==> src/cc2p_pkg.sv <==
// cc2p_pkg: shared constants, arctangent table and types of the cartesian-to-polar unit
`timescale 1ns / 1ps
`default_nettype none

package cc2p_pkg;

    // default configuration
    localparam int DEF_ITERATIONS      = 16;
    localparam int DEF_DATA_WIDTH      = 16;
    localparam int DEF_ANGLE_FRAC_BITS = 8;

    // fixed-point formats of the datapath
    localparam int GUARD_BITS  = 16;
    localparam int Z_FRAC_BITS = 16;
    localparam int Z_WIDTH     = 24;
    localparam int TABLE_LEN   = 24;

    // gain 0.607252941 in q30
    localparam int             GAIN_FRAC_BITS = 30;
    localparam logic [29:0]    GAIN_Q30       = 30'd652032881;

    // atan(2^-i) in degrees, q16
    localparam logic signed [Z_WIDTH-1:0] ATAN_TABLE [TABLE_LEN] = '{
        24'sd2949120, 24'sd1740967, 24'sd919879, 24'sd466945,
        24'sd234379,  24'sd117304,  24'sd58666,  24'sd29335,
        24'sd14668,   24'sd7334,    24'sd3667,   24'sd1833,
        24'sd917,     24'sd458,     24'sd229,    24'sd115,
        24'sd57,      24'sd29,      24'sd14,     24'sd7,
        24'sd4,       24'sd2,       24'sd1,      24'sd0
    };

    // half-plane fold applied to the input point
    typedef enum logic [1:0] {
        QUAD_NONE        = 2'd0,
        QUAD_LOWER_LEFT  = 2'd1,
        QUAD_UPPER_LEFT  = 2'd2
    } t_quad;

    // side information that rides along with each transaction
    typedef struct packed {
        logic  origin;
        t_quad quad;
    } t_side;

endpackage

`default_nettype wire

==> src/cc2p_cell.sv <==
// cc2p_cell: one vectoring micro-rotation with its own pipeline register
`timescale 1ns / 1ps
`default_nettype none

module cc2p_cell import cc2p_pkg::*; #(
    parameter int STAGE = 0,
    parameter int XW    = DEF_DATA_WIDTH + GUARD_BITS + 3
) (
    input  wire logic                      i_clk,
    input  wire logic                      i_rst_n,
    input  wire logic                      i_valid,
    output logic                           o_ready,
    input  wire logic signed [XW-1:0]      i_x,
    input  wire logic signed [XW-1:0]      i_y,
    input  wire logic signed [Z_WIDTH-1:0] i_z,
    input  wire t_side                     i_side,
    output logic                           o_valid,
    input  wire logic                      i_ready,
    output logic signed [XW-1:0]           o_x,
    output logic signed [XW-1:0]           o_y,
    output logic signed [Z_WIDTH-1:0]      o_z,
    output t_side                          o_side
);

    logic                      r_valid;
    logic signed [XW-1:0]      r_x, n_x;
    logic signed [XW-1:0]      r_y, n_y;
    logic signed [Z_WIDTH-1:0] r_z, n_z;
    t_side                     r_side;
    logic signed [XW-1:0]      dx, dy;

    assign o_ready = !r_valid || i_ready;

    // rotate towards y = 0, direction from the sign of y
    always_comb begin
        dx = i_y >>> STAGE;
        dy = i_x >>> STAGE;
        if (!i_y[XW-1]) begin
            n_x = i_x + dx;
            n_y = i_y - dy;
            n_z = i_z + ATAN_TABLE[STAGE];
        end else begin
            n_x = i_x - dx;
            n_y = i_y + dy;
            n_z = i_z - ATAN_TABLE[STAGE];
        end
    end

    // occupancy
    always_ff @(posedge i_clk) begin
        if (!i_rst_n) begin
            r_valid <= 1'b0;
        end else if (o_ready) begin
            r_valid <= i_valid;
        end
    end

    // payload
    always_ff @(posedge i_clk) begin
        if (i_valid && o_ready) begin
            r_x    <= n_x;
            r_y    <= n_y;
            r_z    <= n_z;
            r_side <= i_side;
        end
    end

    assign o_valid = r_valid;
    assign o_x     = r_x;
    assign o_y     = r_y;
    assign o_z     = r_z;
    assign o_side  = r_side;

endmodule

`default_nettype wire

==> config.mk <==
export PLATFORM = sky130hd
export DESIGN_NAME = cc2p_cell
export DESIGN_NICKNAME = d
export VERILOG_FILES = /design/src/cc2p_pkg.sv /design/src/cc2p_cell.sv
export SDC_FILE = /design/constraint.sdc
export NUM_CORES = 1
export LEC_CHECK = 0
export ABC_CLOCK_PERIOD_IN_PS = 9100
export BUFFER_PORTS_ARGS = -buffer_cell sky130_fd_sc_hd__buf_2
export CELL_PAD_IN_SITES_DETAIL_PLACEMENT = 0
export CELL_PAD_IN_SITES_GLOBAL_PLACEMENT = 2
export CORE_UTILIZATION = 36
export CTS_BUF_LIST = sky130_fd_sc_hd__clkbuf_8 sky130_fd_sc_hd__clkbuf_16
export CTS_CLUSTER_SIZE = 24
export DETAILED_ROUTE_END_ITERATION = 8
export PLACE_DENSITY = 0.94
export SLEW_MARGIN = 20
export SYNTH_ARGS = -nofsm -noshare
export SYNTH_HDL_FRONTEND = slang
export SYNTH_SLANG_ARGS = --single-unit
==> constraint.sdc <==
create_clock -name i_clk -period 9.1 [get_ports i_clk]
set_input_delay 0.91 -clock i_clk [delete_from_list [all_inputs] [get_ports i_clk]]
set_output_delay 0.91 -clock i_clk [all_outputs]
set_load 0.01 [all_outputs]
==> metrics.md <==
| Metric | Value |
|---|---|
| Final Util | between 40% and 50% |
| Vias in the first global route | around 8200 |
| Slew headroom | 42.11% |
| WS Path Type | in2reg |
| Commonest non-fill, non-tap cell in the layout | buf_2 |
| Fmax | around 240 MHz |
| CP endpoint kind | flip-flop |
| Largest family of logic cells by synthesized area | compound AO/OA/AOI/OAI gates |
| Clock transition at the registers of the reported paths | 80 ps |
| Outcome | complete, no violations |
| Final worst setup slack | between 5000 and 6000 ps |
| Async S/R FF share, synth | 0% |
| Post-CTS resize count | 0 |
| Syn_nets | between 1000 and 1500 |
| Leading area contributor after synthesis | edfxtp_1 |
| DIE AREA | approximately 0.026 mm^2 |
| Worst setup SP type | primary input |
| Fin cells | about 1600 |
| First-pass GRT wire length | 44750 um |
| H-tree levels | 3 |
| Ys Warns | 0 |
| Post-synthesis average cell area | 8.703 um^2 |
| Worst hold path depth | 2 |
| Hpwl dp | approximately 23000 um |
| Largest net degree at the start of global routing | 69 |
| Hold WS | between 500 and 600 ps |
| Cells after Synth | 1069 |
| WHS Endpoint | o_valid |
| Clock Path Buffers | 2 |
| Share of layout cells above drive strength 1 | between 10% and 20% |
| RR Endpoint | o_y[17] |
| Worst r2r src | o_valid |
| GR Overflow Total | 0 |
| Worst-path maximum fanout | 14 |
| Number of synthesized flops with an enable pin | 96 |
| Port bufs | 199 |
| Max_cap viols | 0 |
| GRT Util Overall | a little over a fifth |
| Via count | 8496 |
| # placed instances | between 1500 and 2000 |
| Vias per cell | approximately 5.4 |
| Crit path DAT | ~4200 ps |
| Seq/Total Area, Yosys | a little under a third |
| Worst-Margin Slew | between 800 and 900 ps |
| Fin crit share | 45.00% |
| Antenna-violating nets left | 0 |
| Initial antenna violation count | 0 |
| Sink Count | 97 |
| Final Hold Fails | 0 |
| Commonest cells after routing, fill and taps aside | 199 x buf_2, 131 x a21oi_1, 108 x ha_1, 105 x inv_1, 96 x edfxtp_1 |
| Synthesized area | between 0.009 and 0.01 mm^2 |
| Setup bufs post-CTS | 0 |
| Iter 0 DRT Violations | a little under 700 |
| Setup TNS | 0 ps |
| Yosys top cell area share | between 30% and 40% |
| Xor and xnor area share after synthesis | under 10% |
| Simple-gate share of the synthesized area | between 10% and 20% |
| Die X | ~160 um |
| HP Start | o_valid |
| Count of cell types in the netlist | between 60 and 70 |
| Synth area leaders | edfxtp_1 31%, ha_1 15%, a21oi_1 7.0% |
| TritonCTS clock tree | yes |
| Post-CTS Hold Fix Bufs | 0 |
| Synth Area in Adders | between 10% and 20% |
| Hold Crit Class | reg2reg |
| Fin. max-slew vios | 0 |
| Clock latency on the worst-skew pair | about 360 ps |
| CP required | slightly above 9000 ps |
| Leakage Power | between 4 and 5 nW |
| Core Box Area | 0.02525 mm^2 |
| RSZ-0062 raised after global routing | false |
| Worst-case reg-to-reg path depth | 3 |
| GP Congestion | just over 0.9 |
| Compound-Gate Fraction of Synth Area | roughly a quarter |
| Site Rows | 58 |
| Final setup fails | 0 |
| Io pins | 200 |
| Routed length per instance | approximately 19 um |
| Minimum clock period | slightly above 4000 ps |
| Synthesized flop and latch total | between 90 and 100 |
| # diodes | 0 |
| CTS Buf Count | 9 |
| Chip Height | ~160 um |
| First-pass iteration count of the detailed router | 5 |
| Total power per unit cell area | between 100 and 150 mW/mm^2 |
| Mux cell area share after synthesis | between 2 and 3% |
| Initial Util | between 30 and 40% |
| CTS Root Cell | clkbuf_16 |
| DRC Markers | 0 |
| Dominant synthesized flop cell | edfxtp_1 |
| Final nets | ~1400 |
| Final setup skew | 10.99 ps |
| Setup slack, reg-to-reg | between 7000 and 8000 ps |
| IR drop worst, VDD | 86.26 uV |
| Total routed wirelength | ~29000 um |
| Minimum setup slack after placement | around 4800 ps |
| Synth-to-layout area growth | 16.73% |
==> where the power goes <==
group	total, mW	switching (mW)	internal (mW)
sequential	0.583	0.0143	0.569
clock	0.403	0.206	0.196
combinational	0.594	0.371	0.224
==> synth_stat cells, drive strengths merged, types with 6 or more instances <==
cell / count
xor2: 12
o41ai: 6
o21bai: 27
nor3: 25
nor2: 84
or3: 7
o21ai: 83
o211ai: 8
edfxtp: 96
o31ai: 7
a21o: 36
inv: 107
buf: 19
nand2b: 8
clkbuf: 28
nand4: 16
nand2: 46
xnor2: 60
ha: 108
nand3: 9
nor2b: 15
mux2i: 24
a21oi: 131
a211oi: 13
o21a: 15
==> metal layers <==
metal	vias to the layer above	GRT usage (%)	part of all wire (%)
met1	4009	30.10	47
li1	4164	-	-
met3	32	3.489	6.1
met5	-	0	0
met2	291	34.76	45
met4	0	6.117	1.8
==> how the worst max path moves through the flow <==
stage	endpoint	cells past startpoint	from
3_3_place_gp	o_x[34]	12	i_x[6]
3_5_place_dp	o_x[34]	12	i_x[6]
2_1_floorplan	o_side[0]	2	i_ready
4_1_cts	o_x[34]	12	i_x[6]
6_report	o_x[34]	12	i_x[6]
5_1_grt	o_x[34]	12	i_x[6]
==> per-stage QoR <==
| step | total power, mW | cell area [um^2] |
|---|---|---|
| final | 1.580 | 10860 |
| after detailed placement | 1.182 | 10550 |
| after CTS | 1.592 | 10860 |
| after global placement | 1.180 | 10550 |
| after floorplan | 0.9809 | 9304 |
| after global routing | 1.666 | 10860 |
==> critical path: stages <==
cell and delay (ps):
buf_2 110, inv_1 40, ha_1 560, nor2b_1 130, or3_1 340, a21oi_1 320
a211oi_1 210, o31ai_2 470, o221ai_1 320, o41ai_1 500, a21oi_1 150, xor2_1 160
==> sequential cells by signal, indices dropped and copies added, names as in the netlist <==
signal / cells
o_y: 35
o_valid: 1
o_x: 34
o_side: 3
o_z: 24
==> layout make-up <==
cell class | instances | area, um^2
Clock inverter | 7 | 86.33
Clock buffer | 9 | 225.2
Fill cell | 2582 | 14390
Inverter | 109 | 409.1
Tap cell | 330 | 412.9
Timing Repair Buffer | 202 | 1018
Sequential cell | 97 | 2903
Multi-Input combinational cell | 816 | 5806
==> logic make-up (layout without fill, tap and decap cells) <==
logic type,Yosys count,count (layout)
simple gates,237,237
fa+ha+maj,112,112
xor+xnor,72,72
flops,97,97
mux,24,24
compound gates,371,371
buf+inv,156,327
(Power assumes the default switching activity.)
