[src/cc2p_pkg.sv]
// cc2p_pkg: shared constants, arctangent table and types of the cartesian-to-polar unit
`timescale 1ns / 1ps
`default_nettype none

package cc2p_pkg;

    // default configuration
    localparam int DEF_ITERATIONS      = 16;
    localparam int DEF_DATA_WIDTH      = 16;
    localparam int DEF_ANGLE_FRAC_BITS = 8;

    // fixed-point formats of the datapath
    localparam int GUARD_BITS  = 16;
    localparam int Z_FRAC_BITS = 16;
    localparam int Z_WIDTH     = 24;
    localparam int TABLE_LEN   = 24;

    // gain 0.607252941 in q30
    localparam int             GAIN_FRAC_BITS = 30;
    localparam logic [29:0]    GAIN_Q30       = 30'd652032881;

    // atan(2^-i) in degrees, q16
    localparam logic signed [Z_WIDTH-1:0] ATAN_TABLE [TABLE_LEN] = '{
        24'sd2949120, 24'sd1740967, 24'sd919879, 24'sd466945,
        24'sd234379,  24'sd117304,  24'sd58666,  24'sd29335,
        24'sd14668,   24'sd7334,    24'sd3667,   24'sd1833,
        24'sd917,     24'sd458,     24'sd229,    24'sd115,
        24'sd57,      24'sd29,      24'sd14,     24'sd7,
        24'sd4,       24'sd2,       24'sd1,      24'sd0
    };

    // half-plane fold applied to the input point
    typedef enum logic [1:0] {
        QUAD_NONE        = 2'd0,
        QUAD_LOWER_LEFT  = 2'd1,
        QUAD_UPPER_LEFT  = 2'd2
    } t_quad;

    // side information that rides along with each transaction
    typedef struct packed {
        logic  origin;
        t_quad quad;
    } t_side;

endpackage

`default_nettype wire

[src/cc2p_entry.sv]
// cc2p_entry: input stage, folds the point into the right half-plane and scales it
`timescale 1ns / 1ps
`default_nettype none

module cc2p_entry import cc2p_pkg::*; #(
    parameter int DW = DEF_DATA_WIDTH,
    parameter int XW = DEF_DATA_WIDTH + GUARD_BITS + 3
) (
    input  wire logic                 i_clk,
    input  wire logic                 i_rst_n,
    input  wire logic                 i_valid,
    output logic                      o_ready,
    input  wire logic signed [DW-1:0] i_x,
    input  wire logic signed [DW-1:0] i_y,
    output logic                      o_valid,
    input  wire logic                 i_ready,
    output logic signed [XW-1:0]      o_x,
    output logic signed [XW-1:0]      o_y,
    output t_side                     o_side
);

    logic                 r_valid;
    logic signed [XW-1:0] r_x, n_x;
    logic signed [XW-1:0] r_y, n_y;
    t_side                r_side, n_side;
    logic signed [DW:0]   x_abs;

    assign o_ready = !r_valid || i_ready;

    // mirror a left-half point and add guard bits
    always_comb begin
        x_abs = (DW + 1)'(i_x);
        if (i_x[DW-1]) begin
            x_abs = -x_abs;
        end
        n_x = XW'(x_abs) <<< GUARD_BITS;
        n_y = XW'(i_y) <<< GUARD_BITS;
        n_side.origin = (i_x == '0) && (i_y == '0);
        if (!i_x[DW-1]) begin
            n_side.quad = QUAD_NONE;
        end else if (i_y[DW-1]) begin
            n_side.quad = QUAD_LOWER_LEFT;
        end else begin
            n_side.quad = QUAD_UPPER_LEFT;
        end
    end

    // occupancy
    always_ff @(posedge i_clk) begin
        if (!i_rst_n) begin
            r_valid <= 1'b0;
        end else if (o_ready) begin
            r_valid <= i_valid;
        end
    end

    // payload
    always_ff @(posedge i_clk) begin
        if (i_valid && o_ready) begin
            r_x    <= n_x;
            r_y    <= n_y;
            r_side <= n_side;
        end
    end

    assign o_valid = r_valid;
    assign o_x     = r_x;
    assign o_y     = r_y;
    assign o_side  = r_side;

endmodule

`default_nettype wire

[config.mk]
export PLATFORM = sky130hd
export DESIGN_NAME = cc2p_entry
export DESIGN_NICKNAME = d
export VERILOG_FILES = /design/src/cc2p_pkg.sv /design/src/cc2p_entry.sv
export SDC_FILE = /design/constraint.sdc
export NUM_CORES = 1
export LEC_CHECK = 0
export ABC_AREA = 1
export BUFFER_PORTS_ARGS = -buffer_cell sky130_fd_sc_hd__buf_4
export CAP_MARGIN = 20
export CORE_MARGIN = 2
export CORE_UTILIZATION = 45
export DETAILED_ROUTE_END_ITERATION = 7
export GPL_TIMING_DRIVEN = 0
export PLACE_DENSITY = 0.84
export SKIP_CTS_REPAIR_TIMING = 1
export SLEW_MARGIN = 20
export SYNTH_ARGS = -nofsm -noshare
export SYNTH_HDL_FRONTEND = slang
export SYNTH_SLANG_ARGS = --single-unit
[constraint.sdc]
create_clock -name i_clk -period 7.5 [get_ports i_clk]
set_input_delay 1.125 -clock i_clk [delete_from_list [all_inputs] [get_ports i_clk]]
set_output_delay 1.125 -clock i_clk [all_outputs]
set_load 0.005 [all_outputs]
==> metrics.md <==
| Metric | Value |
|---|---|
| Yosys cell types | `27` |
| I/O Buffers | `about 80` |
| Reg clk slew, reported paths | `approximately 70 ps` |
| Fmax | `373 MHz` |
| DR vias | `1429` |
| GP Congestion | `0.734` |
| Switch share | `22.8%` |
| Final TNS setup | `0 ps` |
| TritonCTS buffer count | `5` |
| TritonCTS clock tree | `done` |
| Leakage | `about 1.4 nW` |
| Endpoints failing setup | `0` |
| WL final | `3.83 mm` |
| Fin crit period | `2680 ps` |
| Pin count of the biggest net entering global routing | `23` |
| Vias/cell | `roughly 4.2` |
| Clk root buf | `clkbuf_8` |
| Crit-path max cell delay | `around 140 ps` |
| Cell mode on critical path | `buf_4` |
| Synth area leader | `edfxtp_1` |
| Reg-to-reg critical path startpoint | `o_valid` |
| Final instance area | `2760 sq um` |
| Die Y | `68.6 um` |
| Placed insts | `between 300 and 400` |
| RSZ-0062 raised after global routing | `no` |
| Share of layout cells above drive strength 1 | `46.2%` |
| Fraction of power consumed by combinational cells | `19.0%` |
| Ant. Diodes | `0` |
| Synth warn | `0` |
| Synthesized area per cell | `10.8 sq um` |
| Area occupied by multi-input gates | `574 sq um` |
| Synth Register Bits | `37` |
| Max clock buf depth | `2` |
| FF+latch area | `between 1000 and 1500 sq um` |
| Post-DP Area | `2680 sq um` |
| Final period util | `35.7%` |
| Chip Width | `68.6 um` |
| Starting Density | `46.9%` |
| Share of the synthesized area in the top cell type | `57.6%` |
| Max_cap viols | `0` |
| DRT Pass-1 Iters | `4` |
| Crit-path max FO | `2` |
| Vias in the first global route | `between 1000 and 1500` |
| Worst EP arrival | `1550 ps` |
| Fin. Hold Viols | `0` |
| Slew HR | `63.3%` |
| Die area | `4700 sq um` |
| Synth Cell Area | `1880 sq um` |
| Area grow syn2layout | `47.4%` |
| Total GRT Usage | `16.6%` |
| Final ANT Viol Nets | `0` |
| Skew final | `4.44 ps` |
| Top Ports | `~110` |
| CP Class | `in2out` |
| Hold Path Stages | `2` |
| Req. time, crit path | `around 6400 ps` |
| # DRC | `0` |
| Initial antenna violation count | `0` |
| Layout Cells excl Fill | `342` |
| Psw | `0.106 mW` |
| Worst-Margin Slew | `550 ps` |
| Routed length per instance | `approximately 11 um` |
| Peak supply drop | `0.0947 mV` |
| Cells along the critical path | `buf_4 -> inv_1 -> nand2_1 -> buf_4` |
| FF-to-FF setup slack | `between 6000 and 7000 ps` |
| Final Max Tran Viols | `0` |
| GRT overflow | `0` |
| Syn Inst Count | `about 170` |
| Reg power frac | `53.6%` |
| Internal power | `0.357 mW` |
| Core ar. | `between 4000 and 5000 sq um` |
| Critical path's slowest cell | `buf_4` |
| Seq/Total Area, Yosys | `58.7%` |
| Starting DRT DRC Count | `96` |
| Hold path endpoint | `o_valid` |
| Worst skew pair latency | `approximately 280 ps` |
| CTS H-tree lvls | `2` |
| Status | `finished clean` |
| Worst-case reg-to-reg path depth | `2` |
| Fin nets | `328` |
| Startpoint Class | `input port` |
| RR Endpoint | `o_side[0]` |
| Hold_sp | `o_valid` |
| HPWL after detailed placement | `3.14 mm` |
| Synth area leaders | `edfxtp_1 58%, buf_4 15%, nand2_1 5.6%, nor2_1 3.8%, inv_1 2.4%` |
| Clock Power Share | `27.3%` |
| Cell Rows | `23` |
| Hold WS | `559 ps` |
| Pwr Density | `167 nW/um^2` |
| Worst Hold Class | `reg2reg` |
| CP endpoint kind | `output pin` |
| Clk sinks | `37` |
| First-pass GRT wire length | `approximately 5.7 mm` |
| Fillers | `320` |
metrics by stage:
stage	utilization (%)	setup slack (ps)	power (mW)
after global routing	69.1	4770	0.484
final	69.1	4820	0.462
after detailed placement	67.1	4820	0.340
after global placement	66.1	3420	0.335
after CTS	69.1	4820	0.465
after floorplan	-	4130	0.293
final cells by class:
type / instances / share of cell area, %
buffer: 38 / 10.2
clock buffer: 5 / 2.49
clock inverter: 3 / 0.453
inverter: 13 / 1.77
multi-input combinational: 117 / 20.8
sequential: 37 / 39.8
tap: 50 / 2.26
timing repair buffer: 79 / 22.2
how the worst max path moves through the flow:
| stage | slack [ps] | cells after the start | from | endpoint |
|---|---|---|---|---|
| global placement | 3420 | 3 | i_valid | o_x[26] |
| floorplan | 4130 | 2 | i_valid | o_side[0] |
| CTS | 4820 | 4 | i_ready | o_ready |
| global route | 4770 | 4 | i_ready | o_ready |
| finish | 4820 | 4 | i_ready | o_ready |
| detailed placement | 4820 | 4 | i_ready | o_ready |
cells in the final DEF, fill, tap and decap left out:
| master | Yosys | layout |
|---|---|---|
| nand2_1 | 28 | 28 |
| nor2_4 | 2 | 2 |
| nor4_1 | 1 | 1 |
| o21ai_0 | 2 | 2 |
| clkinv_1 | 0 | 2 |
| clkinv_2 | 0 | 1 |
| nor3_1 | 1 | 1 |
| conb_1 | 1 | 33 |
| buf_2 | 1 | 1 |
| or2_1 | 1 | 1 |
| nand4_1 | 1 | 1 |
| nand3_2 | 1 | 1 |
| nor3_2 | 1 | 1 |
| ha_1 | 1 | 1 |
| inv_1 | 12 | 12 |
| a21boi_0 | 1 | 1 |
| buf_16 | 0 | 1 |
| clkbuf_8 | 0 | 5 |
| inv_2 | 1 | 1 |
| nand2_2 | 3 | 3 |
| a21oi_4 | 0 | 1 |
| nand3b_1 | 3 | 3 |
| edfxtp_1 | 36 | 36 |
| dfxtp_1 | 1 | 1 |
| nor2_1 | 19 | 19 |
| buf_4 | 37 | 115 |
| xnor2_1 | 4 | 4 |
| xor2_1 | 3 | 3 |
| o21ai_1 | 2 | 2 |
| nor2_2 | 3 | 3 |
| nand3_1 | 6 | 6 |
cells in the mapped netlist:
library cell	count
nand3_2	1
o21ai_1	2
buf_2	1
nand3b_1	3
nor3_1	1
or2_1	1
nand3_1	6
xnor2_1	4
buf_4	37
nor4_1	1
inv_2	1
ha_1	1
a21oi_1	1
nor2_2	3
nor3_2	1
nor2_4	2
nor2_1	19
a21boi_0	1
inv_1	12
nand4_1	1
edfxtp_1	36
conb_1	1
nand2_1	28
o21ai_0	2
nand2_2	3
dfxtp_1	1
xor2_1	3
worst max-delay path: cells and delay by family:
kind	cells	cell delay, ps
and+or+nand+nor	1	80
buffers and inverters	3	350
flip-flops by register name, summed over array words and instances, names as in the netlist:
signal   flops
o_valid      1
o_side       3
o_y         16
o_x         17
logic make-up after synthesis:
group | count (synthesis) | synth area share, %
adder cells (fa/ha/maj) | 1 | 0.667
flip-flops | 37 | 58.7
other | 1 | 0.200
buffers and inverters | 51 | 17.7
AND/OR/NAND/NOR | 70 | 17.7
AO/OA/AOI/OAI | 6 | 1.73
XOR/XNOR | 7 | 3.27
routing by layer:
| layer | share of wire [%] | vias up | global-route usage, % |
|---|---|---|---|
| li1 | - | 730 | - |
| met1 | 36 | 612 | 17.5 |
| met2 | 50 | 82 | 30.6 |
| met3 | 13 | 5 | 4.87 |
| met4 | 1.0 | 0 | 6.25 |
| met5 | 0 | - | 0 |
power by group through the flow:
stage	Sequential (mW)	Clock, mW	Combinational (mW)
3_3_place_gp	0.253	0	0.0825
6_report	0.248	0.126	0.0879
2_1_floorplan	0.255	0	0.0379
4_1_cts	0.248	0.129	0.0878
3_5_place_dp	0.253	0	0.0876
5_1_grt	0.249	0.136	0.0980
Power figures use the tool's default switching activity.
