[src/cc2p_pkg.sv]
// cc2p_pkg: shared constants, arctangent table and types of the cartesian-to-polar unit
`timescale 1ns / 1ps
`default_nettype none

package cc2p_pkg;

    // default configuration
    localparam int DEF_ITERATIONS      = 16;
    localparam int DEF_DATA_WIDTH      = 16;
    localparam int DEF_ANGLE_FRAC_BITS = 8;

    // fixed-point formats of the datapath
    localparam int GUARD_BITS  = 16;
    localparam int Z_FRAC_BITS = 16;
    localparam int Z_WIDTH     = 24;
    localparam int TABLE_LEN   = 24;

    // gain 0.607252941 in q30
    localparam int             GAIN_FRAC_BITS = 30;
    localparam logic [29:0]    GAIN_Q30       = 30'd652032881;

    // atan(2^-i) in degrees, q16
    localparam logic signed [Z_WIDTH-1:0] ATAN_TABLE [TABLE_LEN] = '{
        24'sd2949120, 24'sd1740967, 24'sd919879, 24'sd466945,
        24'sd234379,  24'sd117304,  24'sd58666,  24'sd29335,
        24'sd14668,   24'sd7334,    24'sd3667,   24'sd1833,
        24'sd917,     24'sd458,     24'sd229,    24'sd115,
        24'sd57,      24'sd29,      24'sd14,     24'sd7,
        24'sd4,       24'sd2,       24'sd1,      24'sd0
    };

    // half-plane fold applied to the input point
    typedef enum logic [1:0] {
        QUAD_NONE        = 2'd0,
        QUAD_LOWER_LEFT  = 2'd1,
        QUAD_UPPER_LEFT  = 2'd2
    } t_quad;

    // side information that rides along with each transaction
    typedef struct packed {
        logic  origin;
        t_quad quad;
    } t_side;

endpackage

`default_nettype wire

[src/cc2p_exit.sv]
// cc2p_exit: angle rounding and fold-back, gain scaling and saturation of the radius
`timescale 1ns / 1ps
`default_nettype none

module cc2p_exit import cc2p_pkg::*; #(
    parameter int DW  = DEF_DATA_WIDTH,
    parameter int AFB = DEF_ANGLE_FRAC_BITS,
    parameter int XW  = DEF_DATA_WIDTH + GUARD_BITS + 3,
    parameter int AW  = DEF_ANGLE_FRAC_BITS + 9
) (
    input  wire logic                      i_clk,
    input  wire logic                      i_rst_n,
    input  wire logic                      i_valid,
    output logic                           o_ready,
    input  wire logic signed [XW-1:0]      i_x,
    input  wire logic signed [Z_WIDTH-1:0] i_z,
    input  wire t_side                     i_side,
    output logic                           o_valid,
    input  wire logic                      i_ready,
    output logic [DW-1:0]                  o_magnitude,
    output logic signed [AW-1:0]           o_angle
);

    localparam int SH  = Z_FRAC_BITS - AFB;
    localparam int EW  = Z_WIDTH + 2;
    localparam int HW  = XW - 1 - GUARD_BITS;
    localparam int PHW = HW + GAIN_FRAC_BITS;
    localparam int PLW = GUARD_BITS + GAIN_FRAC_BITS;
    localparam int SW  = PHW + GUARD_BITS + 1;
    localparam int RSH = GAIN_FRAC_BITS + GUARD_BITS;
    localparam logic signed [EW-1:0] LIM = EW'(180 * (2 ** AFB));

    logic                  r_a_valid, r_b_valid;
    logic                  a_ready;
    logic [PHW-1:0]        r_pp_hi, n_pp_hi;
    logic [PLW-1:0]        r_pp_lo, n_pp_lo;
    logic signed [AW-1:0]  r_angle, n_angle;
    logic [DW-1:0]         r_mag, n_mag;
    logic [XW-2:0]         xf;
    logic signed [EW-1:0]  zs;
    logic signed [EW-1:0]  ang;
    logic [SW-1:0]         sum;
    logic [SW-1:0]         mag_full;

    assign a_ready = !r_b_valid || i_ready;
    assign o_ready = !r_a_valid || a_ready;

    // round z from q16 to the output fraction, half up
    generate
        if (SH > 0) begin : g_round
            assign zs = (EW'(i_z) + (EW'(1) <<< (SH - 1))) >>> SH;
        end else begin : g_noround
            assign zs = EW'(i_z);
        end
    endgenerate

    // stage a: fold the angle back, split the gain product
    always_comb begin
        case (i_side.quad)
            QUAD_UPPER_LEFT: ang = LIM - zs;
            QUAD_LOWER_LEFT: ang = -LIM - zs;
            default:         ang = zs;
        endcase
        if (ang > LIM) begin
            ang = LIM;
        end else if (ang < -LIM) begin
            ang = -LIM;
        end
        if (i_side.origin) begin
            ang = '0;
        end
        n_angle = ang[AW-1:0];

        xf = (i_side.origin || i_x[XW-1]) ? '0 : i_x[XW-2:0];
        n_pp_hi = PHW'(xf[XW-2:GUARD_BITS]) * PHW'(GAIN_Q30);
        n_pp_lo = PLW'(xf[GUARD_BITS-1:0]) * PLW'(GAIN_Q30);
    end

    // stage b: sum partial products, round half up, saturate
    always_comb begin
        sum = (SW'(r_pp_hi) << GUARD_BITS) + SW'(r_pp_lo) + (SW'(1) << (RSH - 1));
        mag_full = sum >> RSH;
        if (|mag_full[SW-1:DW]) begin
            n_mag = '1;
        end else begin
            n_mag = mag_full[DW-1:0];
        end
    end

    // occupancy of both stages
    always_ff @(posedge i_clk) begin
        if (!i_rst_n) begin
            r_a_valid <= 1'b0;
            r_b_valid <= 1'b0;
        end else begin
            if (o_ready) begin
                r_a_valid <= i_valid;
            end
            if (a_ready) begin
                r_b_valid <= r_a_valid;
            end
        end
    end

    // payload of both stages
    always_ff @(posedge i_clk) begin
        if (i_valid && o_ready) begin
            r_pp_hi <= n_pp_hi;
            r_pp_lo <= n_pp_lo;
            r_angle <= n_angle;
        end
        if (r_a_valid && a_ready) begin
            r_mag   <= n_mag;
            o_angle <= r_angle;
        end
    end

    assign o_valid     = r_b_valid;
    assign o_magnitude = r_mag;

endmodule

`default_nettype wire
[config.mk]
export PLATFORM = sky130hd
export DESIGN_NAME = cc2p_exit
export DESIGN_NICKNAME = d
export VERILOG_FILES = /design/src/cc2p_pkg.sv /design/src/cc2p_exit.sv
export SDC_FILE = /design/constraint.sdc
export NUM_CORES = 1
export LEC_CHECK = 0
export ABC_AREA = 1
export BUFFER_PORTS_ARGS = -buffer_cell sky130_fd_sc_hd__buf_2
export CORE_MARGIN = 4
export CORE_UTILIZATION = 30
export CTS_CLUSTER_SIZE = 40
export DETAILED_ROUTE_END_ITERATION = 10
export SYNTH_ARGS = -nofsm -noshare
export SYNTH_HDL_FRONTEND = slang
export SYNTH_SLANG_ARGS = --single-unit
[constraint.sdc]
create_clock -name i_clk -period 16.2 [get_ports i_clk]
set_clock_uncertainty 0.1 [all_clocks]
set_input_delay 0.81 -clock i_clk [delete_from_list [all_inputs] [get_ports i_clk]]
set_output_delay 0.81 -clock i_clk [all_outputs]
set_load 0.1 [all_outputs]
==> metrics.log <==
INFO  metric worst_setup_hold_path_clk_slew = 0.06 ns
INFO  metric p_per_area = 126 nW/µm²
INFO  metric crit_type = in2reg
INFO  metric synth_cell_area = 24900 µm²
INFO  metric postCtsSetupBuffers = 0
INFO  metric timing.final.max_slew_violations = 0
INFO  metric boundaryPins = 101
INFO  metric slowest_stage = sky130_fd_sc_hd__inv_1
INFO  metric final_common_cell = sky130_fd_sc_hd__inv_1
INFO  metric numClockSinks = 130
INFO  metric routed_wirelength = 64.3 mm
INFO  metric routabilityCongestion = 0.935
INFO  metric rsz0062_at_grt = no
INFO  metric via_per_inst = 4.62
INFO  metric netlist-cell-type-count = 46
INFO  metric setup-violations-final = 0
INFO  metric worstSetupEndpointType = register
INFO  metric grt_start_max_net_pins = 79
INFO  metric mostFrequentLayoutCells = sky130_fd_sc_hd__inv_1 (739), sky130_fd_sc_hd__fa_1 (382), sky130_fd_sc_hd__nand2_1 (379)
INFO  metric area_delta_synth_final = 9.59%
INFO  metric drv_cap = 0
INFO  metric finalSetupTns = 0 ns
INFO  metric crit_path_max_incr_delay = 0.69 ns
INFO  metric most_used_dff_post_synth = sky130_fd_sc_hd__edfxtp_1
INFO  metric dr.pass1.iters = 7
INFO  metric fin_crit_sh = 0.511
INFO  metric route.antenna.remaining_nets = 0
INFO  metric fmax = 121 MHz
INFO  metric clk_latency_worst_skew_pair = 0.44 ns
INFO  metric synthesis.yosys.warnings = 0
INFO  metric cts_tree = yes
INFO  metric antenna_diode_count = 0
INFO  metric syn_area_per_cell = 8.86 µm²
INFO  metric dp_hpwl = 57.7 mm
INFO  metric cts.path.max_buffers = 2
INFO  metric dieHeight = 296 µm
INFO  metric async_reset_ff_frac = 0
INFO  metric final_core_util = 0.332
INFO  metric worst-endpoint-required = 16.27 ns
INFO  metric crit_path_max_fanout = 21
INFO  metric placement.setup.worst_slack = 7.43 ns
INFO  metric die-width = 296 µm
INFO  metric postPlaceCellArea = 26700 µm²
INFO  metric cp_data_arrival_time = 8.35 ns
INFO  metric cts-resized-gates = 0
INFO  metric drt-initial-drc-count = 888
INFO  metric final.min_clock_period = 8.28 ns
INFO  metric layout-drive-gt1-share = 0.0545
INFO  metric number_of_global_route_vias_before_repair = 19272
INFO  metric rows = 105
INFO  metric cts-htree-levels = 4
INFO  metric cts_made_buffers = 17
INFO  metric grt_antenna_before_repair = 1
INFO  metric remaining_global_route_overflow = 0
INFO  metric hold_viol_final = 0
INFO  metric synth_sequential_area_ratio = 0.156
INFO  metric post-route-worst-setup-slack = 7.92 ns
INFO  metric mappedNetlistNets = 3632
INFO  metric synth_edf_count = 128
INFO  metric floorplan.initialDensity = 0.303
INFO  metric die-area = 87700 µm²
INFO  metric total_power = 3440 µW
INFO  metric layout.nets = 3742
INFO  metric num_vias = 18515
INFO  metric max_slew.worst_pin.slew = 1.07 ns
INFO  metric worstSetupStartpointType = primary input
INFO  metric grt_pass1_wl = 103 mm
INFO  metric drt-wirelength-per-cell = 16.1 µm
INFO  metric min_path_type = reg2reg
INFO  metric synthCells = 2811
INFO  metric peakVddDrop = 0.0000778 V
INFO  metric synth.ff_latch_count = 130
INFO  metric outcome = completed
INFO  metric port_buffers = 93
INFO  metric final_area = 27300 µm²
INFO  metric drt_drc_violations_left = 0
INFO  metric cts.hold.buffers_added = 0
INFO  metric total_leakage_power = 0.0144 µW
INFO  metric relSlewSlack = 0.284
INFO  metric cp_common_cell = sky130_fd_sc_hd__inv_1
INFO  metric floorplan_core_area = 82200 µm²
INFO  metric clock_tree_root_buffer_cell = sky130_fd_sc_hd__clkbuf_16
INFO  metric grt_util_all_layers = 0.150
-- worst max-delay path, delay by kind of cell --
kind | cells | cell delay [ns]
buffers and inverters | 11 | 2.03
XOR/XNOR | 1 | 0.14
adder cells (fa/ha/maj) | 7 | 3.12
AND/OR/NAND/NOR | 4 | 0.55
AO/OA/AOI/OAI | 8 | 1.67
-- metrics by stage --
stage | cells | hold slack, ns
finish | 4004 | 0.319
global route | 4004 | 0.323
CTS | 4004 | 0.321
detailed placement | 3972 | 0.306
global placement | 3972 | 0.303
floorplan | 2811 | 0.300
-- routing by layer --
metal	vias up	wire, µm	GRT usage
met5	-	0	0
met4	0	1160	0.0323
met3	60	2710	0.0177
met2	382	31100	0.259
met1	9029	29300	0.204
li1	9044	-	-
-- kinds of logic after synthesis --
logic type	after synthesis	share of synthesized area
fa+ha+maj	755	0.494
simple gates	753	0.128
buf+inv	748	0.113
compound gates	326	0.0745
flops	130	0.156
xor+xnor	99	0.0348
-- worst paths after layout --
path / from / endpoint / depth (start not counted) / slack [ns]
setup / recovery: i_side[2] / r_pp_hi[35] / 31 / 7.92
hold / removal: r_angle[11] / o_angle[11] / 0 / 0.32
setup reg to reg: r_pp_hi[2] / o_magnitude[12] / 13 / 12.54
hold reg to reg: r_angle[11] / o_angle[11] / 0 / 0.32
-- where the power goes --
group / internal (µW) / switching (µW) / leakage (µW)
sequential: 542 / 48.6 / 0.00127
combinational: 889 / 1600 / 0.0129
clock: 213 / 149 / 0.000271
-- flip-flops by register name, indices dropped and copies added, names as in the netlist --
| register | flops |
|---|---|
| r_pp_hi | 48 |
| o_magnitude | 16 |
| r_pp_lo | 30 |
| r_angle | 17 |
| r_a_valid | 1 |
| o_valid | 1 |
| o_angle | 17 |
-- cell type report --
| type | count | area, µm² |
|---|---|---|
| Timing Repair Buffer | 98 | 503 |
| Fill cell | 8628 | 54900 |
| Multi-Input combinational cell | 1933 | 18200 |
| Clock buffer | 18 | 429 |
| Clock inverter | 14 | 131 |
| Sequential cell | 130 | 3880 |
| Inverter | 741 | 2780 |
| Tap cell | 1070 | 1340 |
-- cell usage after synthesis, types with 9 or more instances --
master | number | area [µm²]
sky130_fd_sc_hd__nor3_1 | 17 | 85.1
sky130_fd_sc_hd__nor2_1 | 209 | 785
sky130_fd_sc_hd__o211ai_1 | 9 | 67.6
sky130_fd_sc_hd__xnor2_1 | 29 | 254
sky130_fd_sc_hd__a31oi_1 | 33 | 206
sky130_fd_sc_hd__edfxtp_1 | 128 | 3840
sky130_fd_sc_hd__nand3_1 | 89 | 445
sky130_fd_sc_hd__a21oi_1 | 148 | 741
sky130_fd_sc_hd__xor2_1 | 70 | 613
sky130_fd_sc_hd__o21ai_0 | 76 | 380
sky130_fd_sc_hd__o21a_1 | 17 | 128
sky130_fd_sc_hd__fa_1 | 382 | 7650
sky130_fd_sc_hd__nand2_1 | 379 | 1420
sky130_fd_sc_hd__nand4_1 | 21 | 131
sky130_fd_sc_hd__ha_1 | 373 | 4670
sky130_fd_sc_hd__inv_1 | 740 | 2780
sky130_fd_sc_hd__a21o_1 | 9 | 67.6
Note: power is estimated with default switching activity, not from simulation.
